## src/rtl/core/spmc_ram.sv

```systemverilog
// ----------------------------------------------------------------------------
// spmc_ram
// Generic simple dual-port RAM, one write port and one registered read port.
// ----------------------------------------------------------------------------
module spmc_ram #(
  parameter int WIDTH = 8,
  parameter int DEPTH = 256
) (
  input  logic                     clk_i,
  input  logic                     we_i,
  input  logic [$clog2(DEPTH)-1:0] waddr_i,
  input  logic [WIDTH-1:0]         wdata_i,
  input  logic [$clog2(DEPTH)-1:0] raddr_i,
  output logic [WIDTH-1:0]         rdata_o
);

  logic [WIDTH-1:0] mem_q [DEPTH];

  always_ff @(posedge clk_i) begin
    if (we_i) begin
      mem_q[waddr_i] <= wdata_i;
    end
    rdata_o <= mem_q[raddr_i];
  end

endmodule

```

## config.mk

```make
export PLATFORM = sky130hd
export DESIGN_NAME = spmc_ram
export DESIGN_NICKNAME = d
export VERILOG_FILES = /design/src/rtl/core/spmc_ram.sv
export SDC_FILE = /design/constraint.sdc
export NUM_CORES = 2
export LEC_CHECK = 0
export BUFFER_PORTS_ARGS = -buffer_cell sky130_fd_sc_hd__buf_4
export CORE_UTILIZATION = 36
export CTS_CLUSTER_SIZE = 14
export DETAILED_ROUTE_END_ITERATION = 16
export HOLD_SLACK_MARGIN = 0.08
export SYNTH_ARGS = -nofsm -noshare
export SYNTH_HDL_FRONTEND = slang
export SYNTH_SLANG_ARGS = --single-unit
```

## constraint.sdc

```tcl
create_clock -name clk_i -period 2.2 [get_ports clk_i]
set_input_delay 0.22 -clock clk_i [delete_from_list [all_inputs] [get_ports clk_i]]
set_output_delay 0.22 -clock clk_i [all_outputs]
set_load 0.01 [all_outputs]
```

; Yosys cells after proc, flatten, opt, wreduce, memory -nomap -nowiden
; Memories as Yosys holds them, arrays and structs flattened. A register that Yosys moved wholly into a read port is not among the register bits.
; Cells that the tools add are included.
[word_totals]
register_bits = 0
mem_bits_rw = 2048
out_inout_bits = 8
wordCells = 3
n_memories = 1
[op_classes]
mux = 2
[memory_table]
columns = name, depth, width, rd, rd_clocked_by_memory_dff, wr, line_no
row1 = mem_q, 256, 8, 1, 1, 1, 17  ; logic [WIDTH-1:0] mem_q [DEPTH];
[ops]
columns = op, n
row1 = 1-bit 2-to-1 mux, 2

; Logic depth before layout (Yosys ltp)
[depth]
depth_word = 2
mapped_depth = 11
mapped_depth_nobuf = 6

; Worst setup path before layout
; OpenSTA, ideal clock, no wires.
[synth_timing]
path_type = input to register
startpoint = input port raddr_i[0]
endpoint = register rdata_o[2], read port of mem_q
arrival_time_ps = 2027
t_required_ps = 2069
setup_slack_ps = 42
stages = 9
cell_sequence = buf_6 buf_12 buf_8 buf_2 mux4_2 a22oi_1 a21oi_1 nor4_1 nor4_2
[synth_rtl]
columns = item, line_no
row1 = "start, declared", 13  ; input logic [$clog2(DEPTH)-1:0] raddr_i,
row2 = "end, declared", 14  ; output logic [WIDTH-1:0] rdata_o

==> key figures <==
Run status
  – Status: finished, violations left
  – Failing checks: setup timing

STA
  – Hold slack final: roughly 0.14 ns
  – Slew at the pin closest to its max-slew limit: around 1.1 ns
  – RSZ-0062 raised after global routing: yes
  – Final hold vios: 0
  – Slew HR: roughly 26%
  – Slew Viols, Final: 0
  – Final setup skew: 0.0427 ns
  – PnR worst setup slack: -0.0507 ns
  – Period utilization: 102%
  – Tmin final: between 2 and 2.5 ns
  – Fmax: about 440 MHz
  – Count of final setup violators: 2

Die
  – DIE AREA: about 220000 um2
  – Die height: between 400 and 500 um
  – Initial Utilization: between 30 and 40%
  – Die width: 472 um
  – Core Area: 220000 um2
  – Core Rows: 172
  – # IOs: 34

Logic synthesis
  – Post-synthesis sequential area ratio: just under 80%
  – Syn_nets: about 3800
  – Post-Syn Area: slightly below 80000 um2
  – Post-synth top area share: 77.3%
  – Synth Instances: 3733
  – Distinct cells, synth: 55
  – Syn avg cell area: 21.3 um2
  – Main area contributors after synthesis: edfxtp_1 (77%), mux4_2 (13%), mux2i_1 (1.7%)
  – Yosys warnings: 0
  – Leading area contributor after synthesis: edfxtp_1
  – Synth Flop Type: edfxtp_1
  – Commonest cells post-synth: edfxtp_1 (2048), mux4_2 (454), nor2_1 (282), mux2i_1 (134), a22oi_1 (133)
  – Number of synthesized flops with an enable pin: between 2000 and 2500
  – Asr flop ratio synth: 0%
  – Yosys reg bits: 2056
  – Most frequent cell after synthesis: edfxtp_1

Routing
  – Total Wirelength: around 210 mm
  – Wire length per cell: 27.1 um
  – Routed vias/inst: 5.38
  – DRC viols: 0
  – DR vias: about 41000
  – DRT Pass-1 Iters: 5
  – Routed Antenna Nets: 0
  – DR iter-0 viols: 4431

Layout
  – Fraction of layout cells with a size suffix above 1: roughly 33%
  – Design Area, Final: 95800 um2
  – Register area: 61700 um2
  – FILL cells: 18700
  – Multi-input logic area: about 17000 um2
  – Final core utilization: ~44%
  – Area Growth Syn to Fin: 20.4%
  – Fin nets: about 4500

Critical path
  – Max stage delay cell, worst path: mux4_2
  – Endpoint class of the critical path: flip-flop
  – Largest delay share family, worst path: multiplexers
  – Cell mode on critical path: mux4_2
  – Critical path peak fanout: 1
  – WS Path Type: flip-flop to flip-flop
  – Req. time, crit path: between 2 and 3 ns
  – Number of buffers and inverters on the critical path: 1
  – Worst path max stage delay: 0.56 ns
  – Critical Path AT: between 2 and 3 ns
  – Worst Setup Start Kind: flip-flop
  – Critical path cell sequence: mux4_2, mux4_2, nor2b_4, nor4_4, buf_4, nor4_2

Place
  – Hpwl dp: around 130 mm
  – Post-place setup slack: -1.15 ns
  – DP Area: 88500 um2
  – IO buf count: 33
  – GPL Wtd Cong: approximately 0.86

Power
  – P_sw: roughly 18 mW
  – Gate power share: approximately 5.7%
  – Total power draw: 82.8 mW
  – Sequential share of power: between 50% and 60%
  – Pint: 64.8 mW
  – Max VDD drop: ~0.9 mV
  – Net Sw Frac: a little over a fifth
  – PwrDens: approximately 860 nW/um2
  – LEAKAGE: between 30 and 40 nW
  – Clock group share of total power: approximately 42%

Global route
  – Global-route wire length before repair: 297 mm
  – Initial antenna violation count: 7
  – Gr ovfl total: 0
  – Largest net degree at the start of global routing: between 100 and 150
  – Number of global-route vias before repair: 41100
  – Total GRT Usage: between 10% and 20%

Clocking
  – Clk buf depth: 3
  – Clock latency on the worst-skew pair: around 0.85 ns
  – CTS H-tree depth: 4
  – TritonCTS clock tree: built
  – Root buffer cell: clkbuf_16
  – Worst-path clk slew: 0.06 ns
  – TritonCTS Buffers: slightly above 200
  – Num Clock Sinks: 2056

Hold path
  – Worst hold path class: primary input to flip-flop

Job
  – Max_cap viols: 0
-- logic make-up after synthesis --
logic type / count (synthesis) / share of synthesized area, %
AOI/OAI and AO/OA: 385 / 3.42
DFF: 2056 / 77.5
buffers and inverters: 235 / 1.83
muxes: 591 / 14.6
and+or+nand+nor: 466 / 2.63
-- tightest hold or removal path, delay by kind of cell --
| kind | cells | cell delay [ns] |
|---|---|---|
| simple gates | 2 | 0.35 |
| buf+inv | 1 | 0.16 |
-- layout make-up --
cell class                 count  area share (%)
clock buffer                 245            5.54
inverter                       2         0.00784
multi-input combinational   1442            17.6
sequential                  2056            64.4
timing repair buffer         757            7.10
antenna                        3         0.00784
clock inverter               140            1.54
tap                         2958            3.86
-- power by group through the flow --
stage	Sequential (mW)	Combinational, mW	Clock [mW]
global route	43.2	4.94	36.9
global placement	44.1	4.57	0
floorplan	44.1	2.10	0
detailed placement	44.1	4.61	0
CTS	43.2	4.70	35.4
finish	43.2	4.70	34.8
-- cell usage in the layout (no fill, tap or decap), types with 20 or more instances in the layout --
cell	synthesis	final
nand2_1	33	33
edfxtp_1	2048	2048
o22ai_1	28	28
mux2i_1	134	134
a22oi_1	133	130
nand3_1	34	34
clkinv_1	1	55
clkbuf_1	111	39
buf_4	27	651
clkbuf_16	0	206
nor2b_1	31	27
a21oi_1	96	94
mux4_2	454	454
clkinv_2	0	32
o221ai_1	46	44
buf_12	8	80
bufinv_16	0	20
nor2_1	282	276
-- metal layers --
metal  routed length [um]  vias to the layer above  track usage, %
met5                    0                        -               0
met4                 4910                        0            4.73
met3                15100                      283            2.99
met2               100000                     1662            30.0
met1                86000                    21800            25.7
li1                     -                    17200               -
-- sequential cells by signal, indices dropped and copies added (netlist names) --
register	count
rdata_o	8
mem_q	2048
-- worst paths after layout --
path,start,endpoint,slack [ns],depth (start not counted)
setup / recovery,mem_q[64][0],rdata_o[0],-0.05,6
hold / removal,waddr_i[5],mem_q[114][7],0.14,3
setup reg to reg,mem_q[64][0],rdata_o[0],-0.05,6
hold reg to reg,mem_q[33][5],rdata_o[5],1.14,7
-- metrics by stage --
step	instances	TNS [ns]
after detailed placement	7202	-8.67
after global routing	7601	-0.173
after CTS	7600	-0.202
final	7603	-0.0667
after floorplan	3733	0
after global placement	7202	-9.08
-- repair_timing --
item                                    4_1_cts  5_1_grt
endpoints found under the setup margin        8        8
hold buffers                                 13        0
hold endpoints to repair                   1310        0
resized for setup                            35       25
pin swaps                                    15       13
setup buffers                                 0        0
No activity file was read; power rests on OpenSTA's default activity.
